===== src/kom_pkg.sv =====
// ----------------------------------------------------------------------------
// kom_pkg
// Shared constants, codes and control types of the keyed ordered member list.
// ----------------------------------------------------------------------------
package kom_pkg;

	localparam int CAPACITY = 16;
	localparam int SLOT_W   = $clog2(CAPACITY);
	localparam int CNT_W    = $clog2(CAPACITY + 1);
	localparam int KEY_W    = 16;
	localparam int STAT_W   = 3;

	typedef enum logic [1:0] {
		MODE_INSERT = 2'd0,
		MODE_REMOVE = 2'd1,
		MODE_LEADER = 2'd2,
		MODE_LOOKUP = 2'd3
	} mode_t;

	typedef enum logic [STAT_W-1:0] {
		STAT_OK     = 3'd0,
		STAT_DUP    = 3'd1,
		STAT_ABSENT = 3'd2,
		STAT_EMPTY  = 3'd3,
		STAT_FULL   = 3'd4
	} status_t;

	typedef enum logic [1:0] {
		ACT_NONE,
		ACT_INSERT,
		ACT_DROP_HEAD,
		ACT_DROP_MID
	} act_t;

	typedef enum logic [1:0] {
		RD_SCAN,
		RD_HEAD,
		RD_TGT
	} rd_sel_t;

	typedef enum logic [3:0] {
		S_IDLE,
		S_SCAN,
		S_DECIDE,
		S_INSERT,
		S_HEAD_RD,
		S_HEAD_WR,
		S_LINK_RD,
		S_LINK_WR,
		S_LEAD_RD,
		S_LEAD_WAIT
	} state_t;

	typedef struct packed {
		logic    load;
		logic    scan;
		logic    decide;
		logic    insert;
		logic    drop_head;
		logic    drop_link;
		logic    out_load;
		rd_sel_t rd_sel;
	} kom_cmd_t;

	typedef struct packed {
		logic scan_done;
		act_t act;
		logic out_free;
	} kom_sts_t;

endpackage


===== src/kom_ctrl.sv =====
// ----------------------------------------------------------------------------
// kom_ctrl
// Sequencer for one item: key scan, decision, link update, leader read.
// ----------------------------------------------------------------------------
module kom_ctrl (
	input  logic              clk,
	input  logic              arst_n,
	input  logic              in_valid,
	output logic              in_ready,
	input  kom_pkg::kom_sts_t sts,
	output kom_pkg::kom_cmd_t cmd
);
	import kom_pkg::*;

	state_t state_q;
	state_t state_nxt;

	always_ff @(posedge clk or negedge arst_n) begin
		if (!arst_n) begin
			state_q <= S_IDLE;
		end else begin
			state_q <= state_nxt;
		end
	end

	always_comb begin
		cmd       = '0;
		in_ready  = 1'b0;
		state_nxt = state_q;
		case (state_q)
			S_IDLE: begin
				in_ready = 1'b1;
				if (in_valid) begin
					cmd.load  = 1'b1;
					state_nxt = S_SCAN;
				end
			end
			S_SCAN: begin
				cmd.scan   = 1'b1;
				cmd.rd_sel = RD_SCAN;
				if (sts.scan_done) begin
					state_nxt = S_DECIDE;
				end
			end
			S_DECIDE: begin
				cmd.decide = 1'b1;
				case (sts.act)
					ACT_INSERT:    state_nxt = S_INSERT;
					ACT_DROP_HEAD: state_nxt = S_HEAD_RD;
					ACT_DROP_MID:  state_nxt = S_LINK_RD;
					default:       state_nxt = S_LEAD_RD;
				endcase
			end
			S_INSERT: begin
				cmd.insert = 1'b1;
				state_nxt  = S_LEAD_RD;
			end
			S_HEAD_RD: begin
				cmd.rd_sel = RD_HEAD;
				state_nxt  = S_HEAD_WR;
			end
			S_HEAD_WR: begin
				cmd.rd_sel    = RD_HEAD;
				cmd.drop_head = 1'b1;
				state_nxt     = S_LEAD_RD;
			end
			S_LINK_RD: begin
				cmd.rd_sel = RD_TGT;
				state_nxt  = S_LINK_WR;
			end
			S_LINK_WR: begin
				cmd.rd_sel    = RD_TGT;
				cmd.drop_link = 1'b1;
				state_nxt     = S_LEAD_RD;
			end
			S_LEAD_RD: begin
				cmd.rd_sel = RD_HEAD;
				state_nxt  = S_LEAD_WAIT;
			end
			S_LEAD_WAIT: begin
				cmd.rd_sel = RD_HEAD;
				if (sts.out_free) begin
					cmd.out_load = 1'b1;
					state_nxt    = S_IDLE;
				end
			end
			default: begin
				state_nxt = S_IDLE;
			end
		endcase
	end

endmodule


===== src/kom_dp.sv =====
// ----------------------------------------------------------------------------
// kom_dp
// Slot store, link memories, head/tail/count registers and result register.
// ----------------------------------------------------------------------------
module kom_dp (
	input  logic                       clk,
	input  logic                       arst_n,
	input  kom_pkg::kom_cmd_t          cmd,
	output kom_pkg::kom_sts_t          sts,
	input  logic [1:0]                 mode,
	input  logic [kom_pkg::KEY_W-1:0]  member_id,
	output logic                       out_valid,
	input  logic                       out_ready,
	output logic [kom_pkg::STAT_W-1:0] status,
	output logic                       leader_valid,
	output logic [kom_pkg::KEY_W-1:0]  leader_id,
	output logic [kom_pkg::CNT_W-1:0]  group_size
);
	import kom_pkg::*;

	function automatic logic [SLOT_W-1:0] first_free(input logic [CAPACITY-1:0] used);
		logic [SLOT_W-1:0] idx;
		idx = '0;
		for (int i = CAPACITY - 1; i >= 0; i--) begin
			if (!used[i]) begin
				idx = SLOT_W'(i);
			end
		end
		return idx;
	endfunction

	mode_t               mode_q;
	logic [KEY_W-1:0]    key_q;
	logic [CAPACITY-1:0] used_q;
	logic [SLOT_W-1:0]   head_q;
	logic [SLOT_W-1:0]   tail_q;
	logic [CNT_W-1:0]    count_q;
	logic                found_q;
	logic [SLOT_W-1:0]   tgt_q;
	status_t             status_q;
	logic [CNT_W-1:0]    cnt_q;
	logic                cmp_v_s1;
	logic [SLOT_W-1:0]   cmp_idx_s1;
	logic                out_valid_q;

	logic [STAT_W-1:0]   res_status_q;
	logic                res_lvalid_q;
	logic [KEY_W-1:0]    res_lid_q;
	logic [CNT_W-1:0]    res_size_q;

	logic [KEY_W-1:0]    key_mem [CAPACITY];
	logic [SLOT_W-1:0]   next_mem [CAPACITY];
	logic [SLOT_W-1:0]   prev_mem [CAPACITY];
	logic [KEY_W-1:0]    key_rd_q;
	logic [SLOT_W-1:0]   next_rd_q;
	logic [SLOT_W-1:0]   prev_rd_q;

	logic [SLOT_W-1:0]   rd_addr;
	logic [SLOT_W-1:0]   free_slot;
	logic                hit;
	logic                scan_more;
	logic                empty;
	status_t             dec_status;
	act_t                dec_act;

	logic                next_we;
	logic [SLOT_W-1:0]   next_wa;
	logic [SLOT_W-1:0]   next_wd;
	logic                prev_we;
	logic [SLOT_W-1:0]   prev_wa;
	logic [SLOT_W-1:0]   prev_wd;

	assign free_slot = first_free(used_q);
	assign empty     = (count_q == '0);
	assign scan_more = (cnt_q < CNT_W'(CAPACITY));
	// The read data lines up with the index issued in the previous cycle.
	assign hit = cmp_v_s1 && used_q[cmp_idx_s1] && (key_rd_q == key_q);

	always_comb begin
		case (cmd.rd_sel)
			RD_SCAN: rd_addr = cnt_q[SLOT_W-1:0];
			RD_HEAD: rd_addr = head_q;
			RD_TGT:  rd_addr = tgt_q;
			default: rd_addr = head_q;
		endcase
	end

	always_comb begin
		dec_status = STAT_OK;
		dec_act    = ACT_NONE;
		case (mode_q)
			MODE_INSERT: begin
				if (found_q) begin
					dec_status = STAT_DUP;
				end else if (count_q == CNT_W'(CAPACITY)) begin
					dec_status = STAT_FULL;
				end else begin
					dec_act = ACT_INSERT;
				end
			end
			MODE_REMOVE: begin
				if (!found_q) begin
					dec_status = STAT_ABSENT;
				end else if (tgt_q == head_q) begin
					dec_act = ACT_DROP_HEAD;
				end else begin
					dec_act = ACT_DROP_MID;
				end
			end
			MODE_LEADER: begin
				if (empty) begin
					dec_status = STAT_EMPTY;
				end else begin
					dec_act = ACT_DROP_HEAD;
				end
			end
			MODE_LOOKUP: begin
				if (!found_q) begin
					dec_status = STAT_ABSENT;
				end
			end
			default: begin
				dec_status = STAT_OK;
			end
		endcase
	end

	always_comb begin
		next_we = cmd.insert && !empty;
		next_wa = tail_q;
		next_wd = free_slot;
		prev_we = cmd.insert;
		prev_wa = free_slot;
		prev_wd = empty ? '0 : tail_q;
		// Unlinking a middle entry joins its neighbors to each other.
		if (cmd.drop_link && (tgt_q != tail_q)) begin
			next_we = 1'b1;
			next_wa = prev_rd_q;
			next_wd = next_rd_q;
			prev_we = 1'b1;
			prev_wa = next_rd_q;
			prev_wd = prev_rd_q;
		end
	end

	always_ff @(posedge clk) begin
		if (cmd.insert) begin
			key_mem[free_slot] <= key_q;
		end
		key_rd_q <= key_mem[rd_addr];
	end

	always_ff @(posedge clk) begin
		if (next_we) begin
			next_mem[next_wa] <= next_wd;
		end
		next_rd_q <= next_mem[rd_addr];
	end

	always_ff @(posedge clk) begin
		if (prev_we) begin
			prev_mem[prev_wa] <= prev_wd;
		end
		prev_rd_q <= prev_mem[rd_addr];
	end

	always_ff @(posedge clk) begin
		if (cmd.load) begin
			mode_q <= mode_t'(mode);
			key_q  <= member_id;
		end
		if (cmd.out_load) begin
			res_status_q <= status_q;
			res_lvalid_q <= !empty;
			res_lid_q    <= empty ? '0 : key_rd_q;
			res_size_q   <= count_q;
		end
	end

	always_ff @(posedge clk or negedge arst_n) begin
		if (!arst_n) begin
			used_q      <= '0;
			head_q      <= '0;
			tail_q      <= '0;
			count_q     <= '0;
			found_q     <= 1'b0;
			tgt_q       <= '0;
			status_q    <= STAT_OK;
			cnt_q       <= '0;
			cmp_v_s1    <= 1'b0;
			cmp_idx_s1  <= '0;
			out_valid_q <= 1'b0;
		end else begin
			if (cmd.load) begin
				found_q  <= 1'b0;
				cnt_q    <= '0;
				cmp_v_s1 <= 1'b0;
			end
			if (cmd.scan) begin
				if (scan_more) begin
					cnt_q <= cnt_q + 1'b1;
				end
				cmp_v_s1   <= scan_more;
				cmp_idx_s1 <= cnt_q[SLOT_W-1:0];
				if (hit && !found_q) begin
					found_q <= 1'b1;
					tgt_q   <= cmp_idx_s1;
				end
			end
			if (cmd.decide) begin
				status_q <= dec_status;
			end
			if (cmd.insert) begin
				used_q[free_slot] <= 1'b1;
				tail_q            <= free_slot;
				if (empty) begin
					head_q <= free_slot;
				end
				count_q <= count_q + 1'b1;
			end
			if (cmd.drop_head) begin
				used_q[head_q] <= 1'b0;
				if (count_q <= CNT_W'(1)) begin
					head_q  <= '0;
					tail_q  <= '0;
					count_q <= '0;
				end else begin
					head_q  <= next_rd_q;
					count_q <= count_q - 1'b1;
				end
			end
			if (cmd.drop_link) begin
				used_q[tgt_q] <= 1'b0;
				if (tgt_q == tail_q) begin
					tail_q <= prev_rd_q;
				end
				count_q <= count_q - 1'b1;
			end
			if (cmd.out_load) begin
				out_valid_q <= 1'b1;
			end else if (out_ready) begin
				out_valid_q <= 1'b0;
			end
		end
	end

	assign sts.scan_done = !scan_more && !cmp_v_s1;
	assign sts.act       = dec_act;
	assign sts.out_free  = !out_valid_q || out_ready;

	assign out_valid    = out_valid_q;
	assign status       = res_status_q;
	assign leader_valid = res_lvalid_q;
	assign leader_id    = res_lid_q;
	assign group_size   = res_size_q;

endmodule


===== src/keyed_ordered_member_list_top.sv =====
// ----------------------------------------------------------------------------
// keyed_ordered_member_list_top
// Arrival-ordered member set with insert, remove by id, remove leader, lookup.
// ----------------------------------------------------------------------------
//  channel | handshake            | beat contents
//  --------+----------------------+------------------------------------------
//  in      | in_valid / in_ready  | mode, member_id
//  out     | out_valid/ out_ready | status, leader_valid, leader_id, group_size
//
// After a beat is accepted, the sequencer runs a pipelined scan of all 16
// slots, a decision state, any link update (an insert write, or a read then a
// write to unlink) and the leader key read; it then takes the next beat.
// Reset clears the slot valid bits, head, tail and count; no clearing pass.
// A pending result sits in the output register, so a new beat is taken while
// it waits; the sequencer stalls only when a second result is ready to load.
// ----------------------------------------------------------------------------
module keyed_ordered_member_list_top (
	input  logic                       clk,
	input  logic                       arst_n,
	input  logic                       in_valid,
	output logic                       in_ready,
	input  logic [1:0]                 mode,
	input  logic [kom_pkg::KEY_W-1:0]  member_id,
	output logic                       out_valid,
	input  logic                       out_ready,
	output logic [kom_pkg::STAT_W-1:0] status,
	output logic                       leader_valid,
	output logic [kom_pkg::KEY_W-1:0]  leader_id,
	output logic [kom_pkg::CNT_W-1:0]  group_size
);
	import kom_pkg::*;

	kom_cmd_t cmd;
	kom_sts_t sts;

	kom_ctrl u_ctrl (
		.clk      (clk),
		.arst_n   (arst_n),
		.in_valid (in_valid),
		.in_ready (in_ready),
		.sts      (sts),
		.cmd      (cmd)
	);

	kom_dp u_dp (
		.clk          (clk),
		.arst_n       (arst_n),
		.cmd          (cmd),
		.sts          (sts),
		.mode         (mode),
		.member_id    (member_id),
		.out_valid    (out_valid),
		.out_ready    (out_ready),
		.status       (status),
		.leader_valid (leader_valid),
		.leader_id    (leader_id),
		.group_size   (group_size)
	);

endmodule


===== config.mk =====
export PLATFORM = sky130hd
export DESIGN_NAME = keyed_ordered_member_list_top
export DESIGN_NICKNAME = d
export VERILOG_FILES = /design/src/kom_pkg.sv /design/src/kom_ctrl.sv /design/src/kom_dp.sv /design/src/keyed_ordered_member_list_top.sv
export SDC_FILE = /design/constraint.sdc
export NUM_CORES = 1
export LEC_CHECK = 0
export BUFFER_PORTS_ARGS = -buffer_cell sky130_fd_sc_hd__buf_2
export CAP_MARGIN = 20
export CORE_MARGIN = 1.5
export CORE_UTILIZATION = 45
export CTS_BUF_LIST = sky130_fd_sc_hd__clkbuf_8
export CTS_CLUSTER_DIAMETER = 60
export DETAILED_ROUTE_END_ITERATION = 8
export HOLD_SLACK_MARGIN = 0.03
export SYNTH_ARGS = -nofsm -noshare
export SYNTH_HDL_FRONTEND = slang
export SYNTH_SLANG_ARGS = --single-unit

===== constraint.sdc =====
create_clock -name clk -period 10.4 [get_ports clk]
set_input_delay 2.08 -clock clk [delete_from_list [all_inputs] [get_ports clk]]
set_output_delay 2.08 -clock clk [all_outputs]
set_load 0.05 [all_outputs]

==> impl_results.md <==
* HP Class: flip-flop to flip-flop
* Post-synthesis sequential area ratio at 0.684
* DRC Markers at 0
* RSZ-0062 raised after global routing: no
* Drt total wl at approximately 55,000 µm
* Count of state elements after synthesis at about 500
* CP Cell Sequence: or2_0, nor3_1, buf_2
* Total chip power at a little under 0.007 W
* Vias in the first global route at approximately 14,000
* Ranking of synthesized cells by area: edfxtp_1 60%, dfrtp_1 6.1%, nand3_1 3.1%
* Finish-stage setup viols at 0
* Multi-input logic area at around 6200 µm²
* Core ar. at about 47,000 µm²
* YS warnings at 0
* Syn Std Cell Area at 21,400 µm²
* Reg clk slew, reported paths at ~0.06 ns
* Fin Setup TNS at 0 ns
* Die Footprint at 48,800 µm²
* H-tree depth at 3
* Post-synthesis area per instance at roughly 13 µm²
* I/O Pins at 49
* Global-route wire length before repair at about 85,000 µm
* Final net count at around 1,700
* Clock skew at ~0.025 ns
* Number of fill cells at between 3,000 and 4,000
* GP Congestion at a little under 0.9
* Predominant post-synthesis flop cell: edfxtp_1
* Status: finished, final reports clean
* WP data arrival at about 2.4 ns
* Leak Pwr at between 8 and 9 nW
* Wirelength per Cell at ~23 µm
* Port bufs at 48
* Hold Buf Count CTS at 0
* Critical path fanouts, max at 17
* Top delay family on crit path: simple AND/OR/NAND/NOR gates
* Detailed placement HPWL at about 32,000 µm
* Buf+Inv Stages, Crit Path at 1
* Layout cell share with drive strength beyond 1 at 0.138
* Drt pass-1 iters at 5
* WS Path Type: flip-flop to output port
* Power Density at roughly 280 nW/µm²
* Syn nets at between 1,500 and 2,000
* Congestion Overflow GR at 0
* Post-layout util at 0.512
* Area grow syn2layout at 11.8%
* Slowest CP cell: dfrtp_1
* Peak Freq at 223 MHz
* DR vias/cell at around 6
* Async set or reset register ratio after synthesis at 0.103
* Max-Cap Viols at 0
* Crit start category: flip-flop
* Crit path capture type: output port
* Post-CTS Setup Inserts at 0
* Die Ht at around 220 µm
* Library cells used by synthesis at between 70 and 80
* Worst VDD drop at approximately 0.00017 V
* Cell taking the most area after synthesis: edfxtp_1
* Rel. slew slack at 0.290
* Period minus WS final at 4.48 ns
* Largest net degree at the start of global routing at 121
* Number of diodes at 0
* GRT Util Overall at 0.226
* Max incr delay on CP at between 0.6 and 0.7 ns
* CTS Sinks at roughly 500
* Synth top area share at 0.600
* Slew Viols, Final at 0
* Period Utilization, post-route at 0.431
* Post-route ant nets at 0
* TritonCTS buffer count at 84
* Gate Count Post-Synth at approximately 1,600
* Initial antenna violation count at 1
* CTS tree: yes
* Final hold violations at 0
* Maximum clock path buffer count at 3
* Root Buffer: clkbuf_8
* Worst slew pin tran at ~1.1 ns
* Number of synthesized flops with an enable pin at 427
* Commonest cells post-synth: 427 x edfxtp_1, 137 x nand2_1, 131 x nand3_1, 106 x o21ai_0, 96 x a21oi_1
* Chip width at between 200 and 250 µm
* Clock latency on the worst-skew pair at between 0.6 and 0.7 ns
* Initial core utilization at 0.458
* Starting DRT DRC Count at roughly 1,700
* Row count at 79
* Critical Path RT at 8.32 ns
* Most frequent cell after synthesis: edfxtp_1
* Via count at 14,200
* PostCTS Resize Cnt at 0
* Sequential cell area at 14,600 µm²
-- report_power, final --
part / switching [W] / leakage (nW) / internal [W] / total [W]
combinational: 0.00159 / 2.70 / 0.000746 / 0.00233
sequential: 0.000229 / 4.82 / 0.00251 / 0.00274
clock: 0.000800 / 0.960 / 0.000906 / 0.00171
-- worst paths after layout --
| check | endpoint | startpoint | slack, ns | cells after the start |
|---|---|---|---|---|
| max | in_ready | u_ctrl.state_q[2] | 5.92 | 3 |
| min | u_dp.status[2] | u_dp.status_q[2] | 0.45 | 0 |
| max reg2reg | u_dp.key_rd_q[5] | u_ctrl.state_q[3] | 6.48 | 8 |
| min reg2reg | u_dp.status[2] | u_dp.status_q[2] | 0.45 | 0 |
| max in group asynchronous | u_dp.head_q[3] | arst_n | 8.35 | 2 |
| min in group asynchronous | u_dp.used_q[8] | arst_n | 1.57 | 2 |
-- stage by stage --
stage | std cells | area, µm² | hold WS (ns) | worst slack (ns)
6_report | 2364 | 23900 | 0.449 | 5.92
5_1_grt | 2364 | 23900 | 0.464 | 5.77
4_1_cts | 2362 | 23800 | 0.456 | 5.86
3_5_place_dp | 2206 | 22200 | 0.438 | 6.53
3_3_place_gp | 2204 | 22200 | 0.439 | 6.58
2_1_floorplan | 1642 | 21400 | 0.419 | 6.36
-- cells in the final DEF, fill, tap and decap left out, types with 30 or more instances in the layout --
cell type  instances
a211o_1           49
nand3_1          131
buf_2             48
edfxtp_1         427
buf_4             32
clkbuf_8         100
nor2_1            55
a21oi_1           96
and3_1            52
inv_1             50
dfrtp_1           52
nand2_1          136
a32oi_1           30
o21ai_0          106
-- sequential cells by signal (all words and copies together), names as in the netlist, 2 cells and up --
name / flops
u_dp.key_rd_q: 16
u_dp.key_mem: 256
u_dp.tgt_q: 4
u_dp.cmp_idx_s1: 4
u_dp.key_q: 16
u_ctrl.state_q: 4
u_dp.prev_rd_q: 4
u_dp.status: 3
u_dp.next_mem: 64
u_dp.mode_q: 2
u_dp.used_q: 16
u_dp.status_q: 3
u_dp.leader_id: 16
u_dp.prev_mem: 64
u_dp.head_q: 4
u_dp.count_q: 5
u_dp.group_size: 5
u_dp.next_rd_q: 4
u_dp.tail_q: 4
u_dp.cnt_q: 5
-- layer usage --
layer	track usage	up-vias	wire (µm)
met3	0.0425	86	3940
met5	0	-	13
met1	0.321	7137	24400
li1	-	6463	-
met2	0.350	524	25500
met4	0.0816	2	1340
-- worst register-to-register path, delay by kind of cell (launching register included) --
kind / cells / cell delay (ns)
AO/OA/AOI/OAI: 4 / 0.99
buffers and inverters: 2 / 1.00
flip-flops: 1 / 0.88
AND/OR/NAND/NOR: 2 / 0.95
-- final cells by class --
cell class | count | share of cell area
flip-flops and latches | 503 | 0.612
clock inverters | 56 | 0.0122
inverters | 24 | 0.00377
well taps | 607 | 0.0318
multi-input cells | 989 | 0.260
repair buffers | 85 | 0.0232
clock buffers | 100 | 0.0577
-- logic make-up after synthesis --
family | synth area share
adders and majority gates | 0.00234
and+or+nand+nor | 0.112
buffers and inverters | 0.0314
DFF | 0.684
muxes | 0.0122
xor gates and xnor gates | 0.0107
AOI/OAI and AO/OA | 0.148
Power figures use the tool's default switching activity.
